### config.mk
export PLATFORM = sky130hd
export DESIGN_NAME = frame_rate_meter_limiter
export DESIGN_NICKNAME = d
export VERILOG_FILES = /design/src/rtl/frml_pkg.sv /design/src/rtl/frml_div.sv /design/src/rtl/frame_rate_meter_limiter.sv
export SDC_FILE = /design/constraint.sdc
export NUM_CORES = 1
export LEC_CHECK = 0
export BUFFER_PORTS_ARGS = -buffer_cell sky130_fd_sc_hd__buf_4
export CORE_MARGIN = 2
export CORE_UTILIZATION = 58
export CTS_BUF_LIST = sky130_fd_sc_hd__clkbuf_4
export CTS_CLUSTER_DIAMETER = 200
export DETAILED_ROUTE_END_ITERATION = 6
export PLACE_DENSITY = 0.81
export SLEW_MARGIN = 20
export SYNTH_ARGS = -nofsm -noshare
export SYNTH_HDL_FRONTEND = slang
export SYNTH_SLANG_ARGS = --single-unit
### constraint.sdc
create_clock -name clock -period 4 [get_ports clock]
set_input_delay 0.4 -clock clock [delete_from_list [all_inputs] [get_ports clock]]
set_output_delay 0.4 -clock clock [all_outputs]
set_load 0.02 [all_outputs]
### src/rtl/frml_pkg.sv
// Shared constants and types for the frame rate meter and limiter.
`timescale 1ns / 1ps

package frml_pkg;

   // Sample window and field widths
   localparam int WINDOW      = 10;
   localparam int SAMPLE_W    = 16;
   localparam int SLOT_W      = (WINDOW > 1) ? $clog2(WINDOW) : 1;
   localparam int CNT_W       = $clog2(WINDOW + 1);
   localparam int SUM_W       = SAMPLE_W + ((WINDOW > 1) ? $clog2(WINDOW) : 1);
   localparam int TIME_W      = 32;
   localparam int FPS_W       = 22;
   localparam int FPS_CFG_W   = 10;
   localparam int DELAY_W     = 10;

   // Rate numerator: 1000 ms per second scaled by 2^8
   localparam int RATE_Q8_NUM = 256000;
   localparam int NUM_RAW_W   = $clog2(RATE_Q8_NUM * WINDOW + 1);
   localparam int NUM_W       = (NUM_RAW_W > FPS_W) ? NUM_RAW_W : FPS_W;
   localparam int DEN_W       = (SUM_W > FPS_CFG_W) ? SUM_W : FPS_CFG_W;
   localparam int DIV_CNT_W   = $clog2(NUM_W + 1);

   localparam int FPS_Q8_MAX     = 4194303;
   localparam int DEFAULT_FPS_Q8 = 15360;
   localparam int BUDGET_NUM     = 1000;
   localparam int MAX_FPS_RESET  = 60;
   localparam int FRAME_MS_MAX   = 65535;

   // Command codes
   localparam logic CMD_BEGIN = 1'b0;
   localparam logic CMD_END   = 1'b1;

   typedef struct packed {
      logic busy;
      logic done;
   } div_stat_type;

endpackage

### src/rtl/frml_div.sv
// Radix-2 restoring divider, one quotient bit per cycle.
`timescale 1ns / 1ps

module frml_div (
   input  logic                         clock,
   input  logic                         reset,
   input  logic                         start,
   input  logic [frml_pkg::NUM_W-1:0]   dividend,
   input  logic [frml_pkg::DEN_W-1:0]   divisor,
   output frml_pkg::div_stat_type       stat,
   output logic [frml_pkg::NUM_W-1:0]   quotient
);

   logic                               busy_ff, busy_in;
   logic                               done_ff, done_in;
   logic [frml_pkg::DIV_CNT_W-1:0]     cnt_ff, cnt_in;
   logic [frml_pkg::NUM_W-1:0]         quo_ff, quo_in;
   logic [frml_pkg::DEN_W-1:0]         rem_ff, rem_in;
   logic [frml_pkg::DEN_W-1:0]         den_ff, den_in;
   logic [frml_pkg::DEN_W:0]           trial;
   logic                               qbit;

   always_comb begin
      busy_in = busy_ff;
      done_in = 1'b0;
      cnt_in  = cnt_ff;
      quo_in  = quo_ff;
      rem_in  = rem_ff;
      den_in  = den_ff;
      trial   = {rem_ff, quo_ff[frml_pkg::NUM_W-1]};
      qbit    = (trial >= {1'b0, den_ff});
      if (busy_ff) begin
         // remainder stays below the divisor, so the difference fits
         rem_in = qbit ? frml_pkg::DEN_W'(trial - {1'b0, den_ff})
                       : trial[frml_pkg::DEN_W-1:0];
         quo_in = {quo_ff[frml_pkg::NUM_W-2:0], qbit};
         cnt_in = cnt_ff - 1'b1;
         if (cnt_ff == frml_pkg::DIV_CNT_W'(1)) begin
            busy_in = 1'b0;
            done_in = 1'b1;
         end
      end else if (start) begin
         busy_in = 1'b1;
         cnt_in  = frml_pkg::DIV_CNT_W'(frml_pkg::NUM_W);
         quo_in  = dividend;
         rem_in  = '0;
         den_in  = divisor;
      end
   end

   always_ff @(posedge clock) begin
      if (reset) begin
         busy_ff <= 1'b0;
         done_ff <= 1'b0;
         cnt_ff  <= '0;
      end else begin
         busy_ff <= busy_in;
         done_ff <= done_in;
         cnt_ff  <= cnt_in;
      end
   end

   always_ff @(posedge clock) begin
      quo_ff <= quo_in;
      rem_ff <= rem_in;
      den_ff <= den_in;
   end

   assign stat.busy = busy_ff;
   assign stat.done = done_ff;
   assign quotient  = quo_ff;

endmodule

### src/rtl/frame_rate_meter_limiter.sv
// Top level: frame time ring, running sum, rate average and limiter delay.
`timescale 1ns / 1ps

//  channel | ports                                      | direction
//  req     | req_valid/ready, req_command, req_now_ms    | in
//  rsp     | rsp_valid/ready, rsp_fps_q8/frame_ms/delay  | out
//  csr     | csr_write_en, csr_write_data (max_fps)      | in
//
// A begin event only records its start time. An end event runs the bit-serial
// divider twice: average rate, then the frame budget 1000/max_fps. The sample
// ring is a one-port memory read at the accept edge and written back in the
// next cycle; one event is in flight at a time. Reset clears the control state;
// ring entries are never read before written. A result waiting on rsp_ready
// holds the output register only, and a begin event is still taken meanwhile.

module frame_rate_meter_limiter (
   input  logic                               clock,
   input  logic                               reset,
   input  logic                               req_valid,
   output logic                               req_ready,
   input  logic                               req_command,
   input  logic [31:0]                        req_now_ms,
   output logic                               rsp_valid,
   input  logic                               rsp_ready,
   output logic [21:0]                        rsp_fps_q8,
   output logic [15:0]                        rsp_frame_ms,
   output logic [9:0]                         rsp_delay_ms,
   input  logic                               csr_write_en,
   input  logic [9:0]                         csr_write_data
);

   localparam logic [2:0] ST_IDLE = 3'd0;
   localparam logic [2:0] ST_UPD  = 3'd1;
   localparam logic [2:0] ST_DIV  = 3'd2;
   localparam logic [2:0] ST_FPS  = 3'd3;
   localparam logic [2:0] ST_BUD  = 3'd4;
   localparam logic [2:0] ST_OUT  = 3'd5;

   logic [2:0]                          state_ff, state_in;
   logic [frml_pkg::FPS_CFG_W-1:0]      max_fps_ff;
   logic [frml_pkg::TIME_W-1:0]         frame_start_ff;
   logic [frml_pkg::TIME_W-1:0]         last_end_ff;
   logic                                primed_ff;
   logic [frml_pkg::SLOT_W-1:0]         slot_ff;
   logic [frml_pkg::CNT_W-1:0]          count_ff;
   logic [frml_pkg::SUM_W-1:0]          sum_ff, sum_in;
   logic                                rsp_valid_ff;

   logic [frml_pkg::SAMPLE_W-1:0]       delta_ff, delta_in;
   logic [frml_pkg::TIME_W-1:0]         elapsed_ff;
   logic [frml_pkg::FPS_W-1:0]          fps_ff;
   logic [frml_pkg::DELAY_W-1:0]        delay_ff;
   logic [frml_pkg::FPS_W-1:0]          out_fps_ff;
   logic [frml_pkg::SAMPLE_W-1:0]       out_frame_ff;
   logic [frml_pkg::DELAY_W-1:0]        out_delay_ff;

   logic [frml_pkg::SAMPLE_W-1:0]       ring_mem [frml_pkg::WINDOW];
   logic [frml_pkg::SAMPLE_W-1:0]       ring_rd_ff;

   logic                                req_xfer;
   logic                                end_xfer;
   logic                                begin_xfer;
   logic                                out_free;
   logic                                full;
   logic [frml_pkg::TIME_W-1:0]         diff;
   logic [frml_pkg::FPS_CFG_W-1:0]      target;
   logic                                div_start;
   logic [frml_pkg::NUM_W-1:0]          div_num;
   logic [frml_pkg::DEN_W-1:0]          div_den;
   frml_pkg::div_stat_type              div_stat;
   logic [frml_pkg::NUM_W-1:0]          div_quo;
   logic [frml_pkg::FPS_W-1:0]          fps_val;
   logic [frml_pkg::DELAY_W-1:0]        budget;
   logic [frml_pkg::DELAY_W-1:0]        delay_val;

   assign req_ready  = (state_ff == ST_IDLE);
   assign req_xfer   = req_valid && req_ready;
   assign end_xfer   = req_xfer && (req_command == frml_pkg::CMD_END);
   assign begin_xfer = req_xfer && (req_command == frml_pkg::CMD_BEGIN);
   assign out_free   = !rsp_valid_ff || rsp_ready;
   assign full       = (count_ff >= frml_pkg::CNT_W'(frml_pkg::WINDOW));

   // Frame time since the previous end event (zero before the first), saturated to the sample width
   always_comb begin
      diff = req_now_ms - last_end_ff;
      if (!primed_ff) begin
         delta_in = '0;
      end else if (diff > frml_pkg::TIME_W'(frml_pkg::FRAME_MS_MAX)) begin
         delta_in = frml_pkg::SAMPLE_W'(frml_pkg::FRAME_MS_MAX);
      end else begin
         delta_in = diff[frml_pkg::SAMPLE_W-1:0];
      end
   end

   // Running sum: drop the oldest sample once the window is full
   always_comb begin
      sum_in = sum_ff + frml_pkg::SUM_W'(delta_ff);
      if (full) begin
         sum_in = sum_in - frml_pkg::SUM_W'(ring_rd_ff);
      end
   end

   assign target    = (max_fps_ff == '0) ? frml_pkg::FPS_CFG_W'(1) : max_fps_ff;
   assign div_start = (state_ff == ST_DIV) || ((state_ff == ST_FPS) && div_stat.done);
   assign div_num   = (state_ff == ST_DIV)
                      ? frml_pkg::NUM_W'(frml_pkg::RATE_Q8_NUM) *
                        frml_pkg::NUM_W'(count_ff)
                      : frml_pkg::NUM_W'(frml_pkg::BUDGET_NUM);
   assign div_den   = (state_ff == ST_DIV) ? frml_pkg::DEN_W'(sum_ff)
                                           : frml_pkg::DEN_W'(target);

   always_comb begin
      if (sum_ff == '0) begin
         fps_val = frml_pkg::FPS_W'(frml_pkg::DEFAULT_FPS_Q8);
      end else if (div_quo > frml_pkg::NUM_W'(frml_pkg::FPS_Q8_MAX)) begin
         fps_val = frml_pkg::FPS_W'(frml_pkg::FPS_Q8_MAX);
      end else begin
         fps_val = div_quo[frml_pkg::FPS_W-1:0];
      end
   end

   // Budget never exceeds 1000, so it fits the delay width
   assign budget    = div_quo[frml_pkg::DELAY_W-1:0];
   assign delay_val = (frml_pkg::TIME_W'(budget) > elapsed_ff)
                      ? budget - elapsed_ff[frml_pkg::DELAY_W-1:0] : '0;

   always_comb begin
      state_in = state_ff;
      unique case (state_ff)
         ST_IDLE: if (end_xfer) state_in = ST_UPD;
         ST_UPD:  state_in = ST_DIV;
         ST_DIV:  state_in = ST_FPS;
         ST_FPS:  if (div_stat.done) state_in = ST_BUD;
         ST_BUD:  if (div_stat.done) state_in = ST_OUT;
         ST_OUT:  if (out_free) state_in = ST_IDLE;
         default: state_in = ST_IDLE;
      endcase
   end

   frml_div u_div (
      .clock    (clock),
      .reset    (reset),
      .start    (div_start),
      .dividend (div_num),
      .divisor  (div_den),
      .stat     (div_stat),
      .quotient (div_quo)
   );

   // Ring memory: read at the accept edge, written back in the update cycle.
   // Only one event is in flight, so read and write of a slot never overlap.
   always_ff @(posedge clock) begin
      if (state_ff == ST_UPD) begin
         ring_mem[slot_ff] <= delta_ff;
      end
      ring_rd_ff <= ring_mem[slot_ff];
   end

   always_ff @(posedge clock) begin
      if (reset) begin
         state_ff       <= ST_IDLE;
         max_fps_ff     <= frml_pkg::FPS_CFG_W'(frml_pkg::MAX_FPS_RESET);
         frame_start_ff <= '0;
         last_end_ff    <= '0;
         primed_ff      <= 1'b0;
         slot_ff        <= '0;
         count_ff       <= '0;
         sum_ff         <= '0;
         rsp_valid_ff   <= 1'b0;
      end else begin
         state_ff <= state_in;
         if (csr_write_en) begin
            max_fps_ff <= csr_write_data;
         end
         if (begin_xfer) begin
            frame_start_ff <= req_now_ms;
         end
         if (end_xfer) begin
            last_end_ff <= req_now_ms;
            primed_ff   <= 1'b1;
         end
         if (state_ff == ST_UPD) begin
            sum_ff  <= sum_in;
            slot_ff <= (slot_ff == frml_pkg::SLOT_W'(frml_pkg::WINDOW - 1))
                       ? '0 : slot_ff + 1'b1;
            if (!full) begin
               count_ff <= count_ff + 1'b1;
            end
         end
         if ((state_ff == ST_OUT) && out_free) begin
            rsp_valid_ff <= 1'b1;
         end else if (rsp_ready) begin
            rsp_valid_ff <= 1'b0;
         end
      end
   end

   always_ff @(posedge clock) begin
      if (end_xfer) begin
         delta_ff   <= delta_in;
         elapsed_ff <= req_now_ms - frame_start_ff;
      end
      if ((state_ff == ST_FPS) && div_stat.done) begin
         fps_ff <= fps_val;
      end
      if ((state_ff == ST_BUD) && div_stat.done) begin
         delay_ff <= delay_val;
      end
      if ((state_ff == ST_OUT) && out_free) begin
         out_fps_ff   <= fps_ff;
         out_frame_ff <= delta_ff;
         out_delay_ff <= delay_ff;
      end
   end

   assign rsp_valid    = rsp_valid_ff;
   assign rsp_fps_q8   = out_fps_ff;
   assign rsp_frame_ms = out_frame_ff;
   assign rsp_delay_ms = out_delay_ff;

endmodule

After elaboration in Yosys (flattened, before gate mapping) --
Memories as Yosys holds them, arrays and structs flattened. A register that Yosys moved wholly into a read port is not among the register bits. Cells that the tools add are included.
Word-level totals: flip-flop bits (word level) 304, logic and storage cells 100, input port bits 48, latch bits 0, memory bits (writable) 160, memories 1, ROM bits 0, output and inout port bits 50
Cells by class: mux-type cells 27, reduce and logical (&&, ||, !) cells 19, $add $sub $neg 9, divide/modulo/power cells 0, shift operators 0, bitwise logic cells 3, $lt $le $gt $ge 5, eq/ne operators 11, multiply operators 1
Memories:
- ring_mem | depth 10, bits a word 16, rd ports 1, clocked after memory_dff 1, wr ports 1, RTL line frame_rate_meter_limiter.sv:57 | logic [frml_pkg::SAMPLE_W-1:0] ring_mem [frml_pkg::WINDOW];
Operator list (number):
- $mux 22 | 4
- $mux 20 | 4
- $sub 32x32->32 | 2
- $gt 10x32->1 | 1
- $gt 32x16->1 const B | 1
- $gt 22x22->1 const B | 1
- $ge 21x20->1 | 1
- $add 20x16->20 | 1
- $logic_not 20->1 | 1
- $mux 10 | 2
- $sub 20x16->20 | 1
- $sub 20x20->20 | 1
- $pmux 3 s6 | 1
- $mux 16 | 1
- $mux 3 | 4
- $mul 7x4->11 const A | 1
- $logic_not 10->1 | 1
- $mux 5 | 2
- $sub 10x10->10 | 1
- $add 4x1->4 const B | 2
- $mux 1 | 8
- $eq 3x2->1 const B | 2
- $eq 3x3->1 const B | 2
- $logic_and 1x1->1 | 6
- 16 further kinds | 24

Longest topological paths before layout --
Gate-level depths: netlist (run 1).
word-level depth 5, mapped depth 19, depth with buffers taken out 19

Cells and area by module --
A second synthesis (run 1) with hierarchy kept.
Second synthesis, totals: cell total of the unflattened synthesis 2284, area total of the unflattened synthesis 24974.0 um^2
Modules (own cells, without submodules):
- frame_rate_meter_limiter | cells an instance 1931, sequential area each 11110.7 um^2, area each 20973.9 um^2, times used 1
- frml_div | cells an instance 353, sequential area each 2001.9 um^2, area each 4000.1 um^2, times used 1

Worst setup path before layout (run 1) --
OpenSTA, ideal clock, no wires.
kind register to register, from register delta_ff[0] in the netlist's numbering, to register sum_ff[19] in the netlist's numbering, data required time 3.877 ns, clock period less this slack 4.379 ns, path buffers 0, cell stages (with the launch flop) 18, path slack -0.379 ns, library setup time 0.123 ns, arrival 4.256 ns, cell sequence edfxtp_1 -> ha_1 -> fa_1 -> a211o_1 -> a211oi_1 -> or2_2 -> o21bai_1 -> nand4_1 -> nand3b_1 -> o31ai_1 -> xnor2_1 -> ha_1 -> or4_1 -> a211oi_1 -> o21ai_0 -> or4_1 -> o31a_1 -> mux2_1
On the way: word-level cells in the longest chain between the ends 3
RTL lines:
- start: declaration | RTL line frame_rate_meter_limiter.sv:49 | logic [frml_pkg::SAMPLE_W-1:0] delta_ff, delta_in;
- start signal: assignment | RTL line frame_rate_meter_limiter.sv:200 | delta_ff <= delta_in;
- $add 20x16->20 * | RTL line frame_rate_meter_limiter.sv:97 | sum_in = sum_ff + frml_pkg::SUM_W'(delta_ff);
- $sub 20x16->20 | RTL line frame_rate_meter_limiter.sv:99 | sum_in = sum_in - frml_pkg::SUM_W'(ring_rd_ff);
- $mux 20 * | RTL line frame_rate_meter_limiter.sv:98 | if (full) begin
- end signal: assignment | RTL line frame_rate_meter_limiter.sv:183 | sum_ff <= sum_in;
- end: declaration | RTL line frame_rate_meter_limiter.sv:46 | logic [frml_pkg::SUM_W-1:0] sum_ff, sum_in;
Mark *: on every way between the ends. The rest lies on a longest branch, timed or not. A chain may end at the register's enable or synchronous reset.

Worst setup path in the final report (run 1) --
Same ends and word-level chain as after synthesis.

==> results of run 1 <==
[layer usage]
layer	wire length [um]	GRT usage (%)	up-vias
met5	22	0	-
met4	1730	11.4	4
met3	3520	4.40	131
met2	27800	44.9	639
met1	23600	32.8	8765
li1	-	-	8794
[layout make-up]
| cell class | count | area (um^2) |
|---|---|---|
| Antenna cell | 4 | 10.0 |
| Clock buffer | 172 | 1290 |
| Clock inverter | 45 | 345 |
| Fill cell | 2960 | 12800 |
| Inverter | 175 | 657 |
| Multi-Input combinational cell | 1489 | 10600 |
| Sequential cell | 480 | 13100 |
| Tap cell | 539 | 674 |
| Timing Repair Buffer | 280 | 2290 |
[logic make-up (layout without fill, tap and decap cells)]
kind of cell | Yosys count | in the layout | synth area share (%)
muxes | 67 | 67 | 4.38
buffers and inverters | 259 | 672 | 4.02
xor gates and xnor gates | 94 | 94 | 3.37
DFF | 480 | 480 | 53.6
AOI/OAI and AO/OA | 507 | 507 | 13.4
other | 0 | 4 | 0
adders and majority gates | 155 | 155 | 8.33
and+or+nand+nor | 666 | 666 | 12.9
[state kept, by name, summed over array words and instances (netlist names), 3 cells and up]
name	cells
sum_ff	20
rsp_fps_q8	22
delta_ff	16
u_div.rem_ff	20
count_ff	4
delay_ff	10
u_div.quotient	22
u_div.cnt_ff	5
ring_rd_ff	16
max_fps_ff	10
frame_start_ff	32
fps_ff	22
rsp_delay_ms	10
state_ff	3
last_end_ff	32
slot_ff	4
u_div.den_ff	20
ring_mem	160
rsp_frame_ms	16
elapsed_ff	32
[synth_stat cells, drive strengths merged, types with 14 or more instances]
| cell | instances |
|---|---|
| nand4 | 17 |
| nor2 | 141 |
| a21oi | 187 |
| xor2 | 40 |
| nand3 | 30 |
| dfxtp | 130 |
| and2 | 42 |
| nor4 | 20 |
| nand2 | 249 |
| o21a | 30 |
| nor3 | 40 |
| ha | 142 |
| mux4 | 32 |
| nand2b | 25 |
| mux2i | 34 |
| o21ai | 67 |
| inv | 173 |
| a21o | 32 |
| a211oi | 43 |
| clkbuf | 74 |
| and3 | 16 |
| nor2b | 44 |
| a31oi | 27 |
| a21boi | 14 |
| xnor2 | 54 |
| edfxtp | 350 |
[power breakdown]
part | total [mW] | switching (mW) | internal [mW] | leakage [nW]
registers | 5.91 | 0.204 | 5.70 | 4.27
clock network | 4.31 | 1.95 | 2.36 | 0.950
logic | 3.38 | 1.88 | 1.50 | 5.97
total | 13.6 | 4.04 | 9.57 | 11.2
[worst max-delay path, cell delays in order (launching register included)]
cell and delay [ps]:
edfxtp_1 390, ha_2 210, fa_2 360, a211o_1 290
a211oi_2 230, or2_4 180, o21bai_4 60, nand4_1 80
nand3b_1 110, o31ai_2 210, xnor2_1 130, ha_2 190
or4_4 520, a211oi_4 250, o21ai_2 100, or4_1 420
o31a_1 130, mux2_4 300
[what timing repair did]
action / 4_1_cts / 5_1_grt
endpoints found under the hold margin: 77 / 0
gates resized for setup: 17 / 8
setup endpoints to repair: 6 / 9
pin swaps: 17 / 9
hold buffers: 67 / 0
buffers inserted: 11 / 4
[stage by stage]
step	instance area [um^2]	util (%)
after global routing	29000	69.3
after floorplan	24500	-
after global placement	26400	63.2
after CTS	28900	69.1
final	29000	69.3
after detailed placement	26400	63.2
[path summary, 6_finish.rpt]
kind	from	slack, ps	end
setup / recovery	delta_ff[0]$_SDFFCE_PN0P_	-340	sum_ff[19]$_SDFFE_PP0P_
hold / removal	reset	100	max_fps_ff[1]$_SDFFE_PP0P_
setup reg to reg	delta_ff[0]$_SDFFCE_PN0P_	-340	sum_ff[19]$_SDFFE_PP0P_
hold reg to reg	delay_ff[6]$_SDFFCE_PP0P_	410	rsp_delay_ms[6]$_DFFE_PP_
==> flow_summary.yaml, run 1 <==
die:
  core_area_um2: 41800
  start_util_pct: 58.6
  ios: 98
  dieArea_um2: 43800
  die_h_um: 209
  die_w_um: 209
  row_count: 75
cts:
  cts_made_buffers: 117
  numClockSinks: 480
  clk_latency_ps: 880
  cts_root_buf: "clkbuf_4"
  cts_max_path_buffers: 3
  cts_tree: "yes"
  path_clk_slew_ps: 70
  cts_max_level: 3
timing:
  setup_violations: 4
  hold_viol_final: 0
  fin_crit_sh_pct: 108
  worstMarginPinSlew_ps: 973
  fmax_mhz: 231
  period_needed_ps: 4340
  fin_ws_ps: -336
  slew_headroom_pct: 35.2
  finalSetupTns_ps: -1010
  skew_ps: 48.1
  slew_viol_final: 0
  whs_ps: 105
  rsz0062_at_grt: "yes"
route:
  firstDrtPassIters: 5
  drt_iter0_drc: 1227
  vias_per_cell: 5.76
  vias: 18333
  drt.antenna.violating_nets: 0
  wl_per_cell_um: 17.8
  drt-total-wl_um: 56700
  drc: 0
logic_synthesis:
  synth_cells: 2228
  synth_top_area_share_pct: 43.0
  yosysWarnings: 0
  ys_ff_latch: 480
  async_reset_ff_share_pct: 0
  synth_area_leaders: "edfxtp_1 43%, dfxtp_1 11%, ha_1 7.3%"
  synth_ff_type: "edfxtp_1"
  synthesis.nets: 2431
  ys_seq_area_share_pct: 53.6
  synth.cell_area_um2: 24500
  synth.avg_cell_area_um2: 11.0
  synth_edf_count: 350
  synth_cell_types: 78
  yosys.area.top_type: "edfxtp_1"
placed_design:
  portBuffers: 97
  dp_slack_ps: -520
  dpl.cell_count: 2881
  place.gp.congestion: 0.945
  hpwl_um: 39000
cells_and_area:
  instances_no_fill: 3184
  final_common_cell: "edfxtp_1"
  final_cell_mix: "350 x edfxtp_1, 249 x nand2_1, 211 x buf_4"
  fin_nets: 2746
  syn_to_final_growth_pct: 18.4
  drive_gt1_share_pct: 18.7
setup_path:
  end_kind: "register"
  worst-path-max-fanout: 2
  crit_type: "reg -> reg"
  arrival_ps: 5060
  r2r_cells: 17
  crit_path_start_kind: "register"
  crit_required_ps: 4730
global_route:
  grt_usage_pct: 26.2
  grt_antenna_before_repair: 7
  first_global_vias: 18524
  grt_pass1_wl_um: 91700
  grt_max_degree: 85
  overflow: 0
status:
  violations: "setup timing"
  status: "finished with violations"
pwr:
  vdd_drop_max_mv: 0.277
  fin_total_pwr_mw: 13.6
  power.density_nw_per_um2: 470
  p_leak_nw: 11.2
worst_hold_path:
  min_path_cells: 2
  hold_path.class: "in -> reg"
flow_run:
  max_cap_violations: 0
Power figures use the tool's default switching activity.
==> run 2: changes to the inputs <==
CORE_UTILIZATION = 60   (was 58)
PLACE_DENSITY = 0.8   (was 0.81)
SETUP_SLACK_MARGIN = 0.5   (was default)
clock period = 5.4 ns   (was 4 ns; I/O delays follow)
==> run 2 against run 1 <==
Effect of this change:
- the flow now finishes without violations
- combinational power shrank 34%
- power down 30%
- cell area is 4.2% lower
- clock-buffer cell count up 1
- critical path depth up 1
- sequential share of layout area rose by 2.0 points
- sequential power decreased by 26%
- worst setup slack improved by 990 ps
- flip-flop and latch count unchanged
- via count down 2.4%
- largest cell class unchanged
- highest routed layer is now met4
==> flow_summary.yaml, run 2 (synthesis gave the netlist of run 1 again) <==
route:
  drt.antenna.violating_nets: 0
  drt-total-wl_um: 56700
  drt_iter0_drc: 1341
  vias: 17887
  drc: 0
  wl_per_cell_um: 18.6
  vias_per_cell: 5.86
  firstDrtPassIters: 5
die:
  die_h_um: 206
  start_util_pct: 61.1
  ios: 98
  die_w_um: 206
  dieArea_um2: 42400
  row_count: 73
  core_area_um2: 40000
cells_and_area:
  drive_gt1_share_pct: 15.4
  regMostFlops: "ring_mem"
  fill_cells: 2899
  instances_no_fill: 3050
  fin_nets: 2633
  final_core_util_pct: 69.4
  final_common_cell: "edfxtp_1"
  syn_to_final_growth_pct: 13.4
  final_cell_mix: "350 x edfxtp_1, 249 x nand2_1, 186 x a21oi_1"
  largest_reg_flops: 160
timing:
  fin_ws_ps: 653
  hold_viol_final: 0
  period_needed_ps: 4750
  finalSetupTns_ps: 0
  fin_crit_sh_pct: 87.9
  rsz0062_at_grt: "yes"
  fmax_mhz: 211
  slew_viol_final: 0
  skew_ps: 78.5
  slew_headroom_pct: 24.8
  worstMarginPinSlew_ps: 1120
  setup_violations: 0
global_route:
  overflow: 0
  grt_max_degree: 80
  grt_usage_pct: 27.1
  first_global_vias: 17602
  grt_antenna_before_repair: 3
  grt_pass1_wl_um: 89600
pwr:
  p_leak_nw: 10.6
  p_clk_share_pct: 30.5
  seqPwrFrac_pct: 46.1
  vdd_drop_max_mv: 0.176
  power.switching_mw: 2.92
  pwr-share-comb_pct: 23.4
  power.density_nw_per_um2: 344
  switching_share_pct: 30.6
  internal_power_mw: 6.62
  fin_total_pwr_mw: 9.53
setup_path:
  crit_path_start_kind: "register"
  worst-path-max-fanout: 5
  crit_type: "reg -> reg"
  end_kind: "register"
  arrival_ps: 5450
  crit_required_ps: 6110
cts:
  cts_root_buf: "clkbuf_4"
  path_clk_slew_ps: 80
  numClockSinks: 480
  cts_max_path_buffers: 3
  cts_tree: "yes"
  cts_max_level: 3
  clk_latency_ps: 850
  cts_made_buffers: 117
status:
  status: "finished clean"
flow_run:
  max_cap_violations: 0
placed_design:
  portBuffers: 97
  hpwl_um: 38400
  dp_slack_ps: 491
  place.gp.congestion: 0.913
  dpl.cell_count: 2793
worst_hold_path:
  hold_path.class: "in -> reg"
-- run 2: critical path: stages, from the launching register on --
cell       delay (ps)
edfxtp_1          400
ha_1              230
fa_1              440
a211o_1           340
a211oi_2          250
or2_2             170
o21bai_1          110
a21oi_1           200
xnor2_1           160
ha_1              320
a21o_1            200
a21oi_1           260
o21ai_0           190
o41ai_2           300
a21oi_1           210
a2111oi_1         410
o21ai_0           170
xor2_1            180
nor2_1             50
-- run 2: final timing paths --
path / start / endpoint / slack [ps] / depth (start not counted)
setup / recovery: delta_ff[0]$_SDFFCE_PN0P_ / sum_ff[18]$_SDFFE_PP0P_ / 650 / 18
hold / removal: csr_write_en / max_fps_ff[4]$_SDFFE_PP1P_ / 80 / 2
setup reg to reg: delta_ff[0]$_SDFFCE_PN0P_ / sum_ff[18]$_SDFFE_PP0P_ / 650 / 18
hold reg to reg: fps_ff[14]$_SDFFCE_PP0P_ / rsp_fps_q8[14]$_DFFE_PP_ / 420 / 0
-- run 2: timing repair --
item,CTS,global route
setup endpoints to repair,1,3
resized for setup,0,7
setup buffers,1,0
endpoints found under the hold margin,74,0
hold buffers,42,0
gates cloned,0,0
-- run 2: power by group through the flow --
stage | combinational (mW) | sequential [mW] | clock (mW)
after global routing | 2.48 | 4.42 | 3.14
after global placement | 2.07 | 4.46 | 0
final | 2.23 | 4.40 | 2.91
after detailed placement | 2.14 | 4.47 | 0
after floorplan | 1.67 | 4.39 | 0
after CTS | 2.19 | 4.39 | 2.97
-- run 2: metal layers --
layer	wire length (um)	global-route usage (%)	up-vias
li1	-	-	8564
met1	23500	34.5	8589
met2	27900	46.3	607
met3	3700	5.27	127
met4	1570	10.0	0
met5	0	0	-
-- run 2: layout make-up --
| class | count | area [um^2] | area share [%] |
|---|---|---|---|
| timing repair buffer | 167 | 1370 | 4.92 |
| clock inverter | 39 | 165 | 0.595 |
| clock buffer | 173 | 1300 | 4.68 |
| sequential | 480 | 13100 | 47.3 |
| antenna | 2 | 5.00 | 0.0180 |
| tap | 525 | 657 | 2.37 |
| inverter | 175 | 657 | 2.37 |
| multi-input combinational | 1489 | 10500 | 37.8 |
-- run 2: through the flow --
stage	instance area (um^2)	hold WS [ps]
detailed placement	25800	407
global route	27700	33.5
global placement	25800	402
floorplan	24500	400
finish	27700	84.2
CTS	27700	11.0
==> run 3: changes to the inputs <==
CELL_PAD_IN_SITES_DETAIL_PLACEMENT = 1   (was default)
CELL_PAD_IN_SITES_GLOBAL_PLACEMENT = 1   (was default)
CORE_UTILIZATION = 56   (was 60)
PLACE_DENSITY = 0.9   (was 0.8)
==> run 3 against run 2 <==
Effect of this change:
- hold slack gained 61 ps
- critical path depth unchanged
- first-iteration DRC count increased by 35%
- via count grew 13%
- core utilization is 3.6 points lower
- register-to-register slack got worse by 140 ps
- final cell count up 3.7%
- die area rose by 7.0%
- clock-buffer cell count grew 39
- cell area up 2.1%
- combinational power up 19%
- critical endpoint unchanged
- sequential power barely moved
==> flow_summary.yaml, run 3 (synthesis gave the netlist of run 1 again) <==
route:
  drc: 0
  vias_per_cell: 6.39
  wl_per_cell_um: 26.8
  drt_iter0_drc: 1810
  vias: 20225
  drt-total-wl_um: 84700
  firstDrtPassIters: 5
  drt.antenna.violating_nets: 0
worst_hold_path:
  worstHoldEndpoint: "frame_start_ff[2]$_SDFFE_PP0P_"
  hold_path.class: "in -> reg"
  hold_start: "req_command"
  min_path_cells: 5
setup_path:
  slowest_stage: "edfxtp_1"
  r2r_slack_ps: 510
  reg2reg_to: "sum_ff[18]$_SDFFE_PP0P_"
  arrival_ps: 5740
  crit_type: "reg -> reg"
  crit_path_start_kind: "register"
  crit_required_ps: 6250
  r2r-start: "delta_ff[0]$_SDFFCE_PN0P_"
  slowest_delay_ps: 420
  r2r_cells: 18
  critical_path.cell_chain: "ha_1 > fa_2 > a211o_1 > a211oi_2 > or2_2 > o21bai_1 > a21oi_1 > xnor2_1 > ha_2 > a21o_1 > a21oi_4 > o21ai_1 > o41ai_2 > a21oi_2 > a2111oi_2 > o21ai_0 > xor2_1 > nor2_1"
  worst-path-max-fanout: 5
  end_kind: "register"
pwr:
  p_leak_nw: 10.8
  power.switching_mw: 3.62
  fin_total_pwr_mw: 10.7
  p_clk_share_pct: 33.6
  pwr-share-comb_pct: 24.9
  seqPwrFrac_pct: 41.5
  switching_share_pct: 34.0
  internal_power_mw: 7.03
  power.density_nw_per_um2: 376
  vdd_drop_max_mv: 0.198
placed_design:
  dp_slack_ps: 57.7
  dpl-instance-area_um2: 25800
  hpwl_um: 48000
  portBuffers: 97
  dpl.cell_count: 2850
  place.gp.congestion: 0.884
cts:
  clk_latency_ps: 1030
  cts_root_buf: "clkbuf_4"
  path_clk_slew_ps: 70
  cts_max_level: 4
  cts_made_buffers: 133
  cts_max_path_buffers: 3
  numClockSinks: 480
  cts_tree: "yes"
timing:
  worstMarginPinSlew_ps: 1170
  fin_crit_sh_pct: 90.6
  setup_violations: 0
  slew_headroom_pct: 21.9
  whs_ps: 145
  finalSetupTns_ps: 0
  hold_viol_final: 0
  fin_ws_ps: 508
  rsz0062_at_grt: "yes"
  skew_ps: 83.8
  slew_viol_final: 0
  fmax_mhz: 204
  period_needed_ps: 4890
die:
  row_count: 76
  start_util_pct: 56.8
  die_h_um: 213
  ios: 98
  core_area_um2: 43100
  die_w_um: 213
  dieArea_um2: 45400
cells_and_area:
  fin_nets: 2671
  final_common_cell: "edfxtp_1"
  final_cell_mix: "350 x edfxtp_1, 249 x nand2_1, 212 x clkbuf_4"
  drive_gt1_share_pct: 17.1
  final_core_util_pct: 65.8
  regMostFlops: "ring_mem"
  syn_to_final_growth_pct: 15.9
  fin_area_um2: 28300
  largest_reg_flops: 160
  instances_no_fill: 3164
global_route:
  grt_antenna_before_repair: 5
  overflow: 0
  grt_pass1_wl_um: 128000
  first_global_vias: 22073
  grt_usage_pct: 37.8
  grt_max_degree: 82
flow_run:
  max_cap_violations: 0
status:
  status: "finished clean"
==> run 3: changes by cell type in the layout (fill, tap and decap cells not counted), moves of 6 or more <==
cell / change
inv_2: +6
clkbuf_4: +39
clkinv_1: -12
dlygate4sd3_1: +18
==> run 3: metal layers <==
layer	wire length (um)	up-vias	GRT usage (%)
met5	0	-	0
met3	6740	463	10.0
met1	29700	9892	41.2
met4	6580	0	28.4
li1	-	8633	-
met2	41700	1237	63.3
==> run 3: how the worst max path moves through the flow <==
stage	from	to	slack, ps
floorplan	delta_ff[0]$_SDFFCE_PN0P_	sum_ff[19]$_SDFFE_PP0P_	1020
global placement	delta_ff[0]$_SDFFCE_PN0P_	sum_ff[18]$_SDFFE_PP0P_	500
detailed placement	delta_ff[0]$_SDFFCE_PN0P_	sum_ff[18]$_SDFFE_PP0P_	60
CTS	delta_ff[0]$_SDFFCE_PN0P_	sum_ff[18]$_SDFFE_PP0P_	540
global route	delta_ff[0]$_SDFFCE_PN0P_	sum_ff[19]$_SDFFE_PP0P_	440
finish	delta_ff[0]$_SDFFCE_PN0P_	sum_ff[18]$_SDFFE_PP0P_	510
==> run 3: critical path: cells and delay by family, from the launching register on <==
kind,cells,cell delay (ps)
adder cells (fa/ha/maj),3,1030
AO/OA/AOI/OAI,11,2660
flip-flops,1,420
AND/OR/NAND/NOR,2,250
XOR/XNOR,2,400
==> run 3: timing repair <==
item / in CTS / in global routing
buffers inserted: 2 / 4
pin swaps: 0 / 3
hold endpoints to repair: 85 / 0
endpoints found under the setup margin: 4 / 3
resized for setup: 4 / 12
hold buffers: 60 / 0
==> run 3: final cells by class <==
| class | instances | area (um^2) |
|---|---|---|
| flip-flops and latches | 480 | 13100 |
| well taps | 585 | 732 |
| multi-input cells | 1489 | 10500 |
| repair buffers | 189 | 1580 |
| clock buffers | 212 | 1590 |
| clock inverters | 29 | 141 |
| diodes | 5 | 12.5 |
| fillers | 4531 | 14700 |
| inverters | 175 | 657 |
==> run 3: power groups by stage <==
stage	sequential [mW]	combinational, mW	clock (mW)
after global routing	4.43	2.81	3.78
after floorplan	4.39	1.67	0
after detailed placement	4.48	2.29	0
after CTS	4.40	2.43	3.51
final	4.42	2.65	3.58
after global placement	4.45	2.11	0
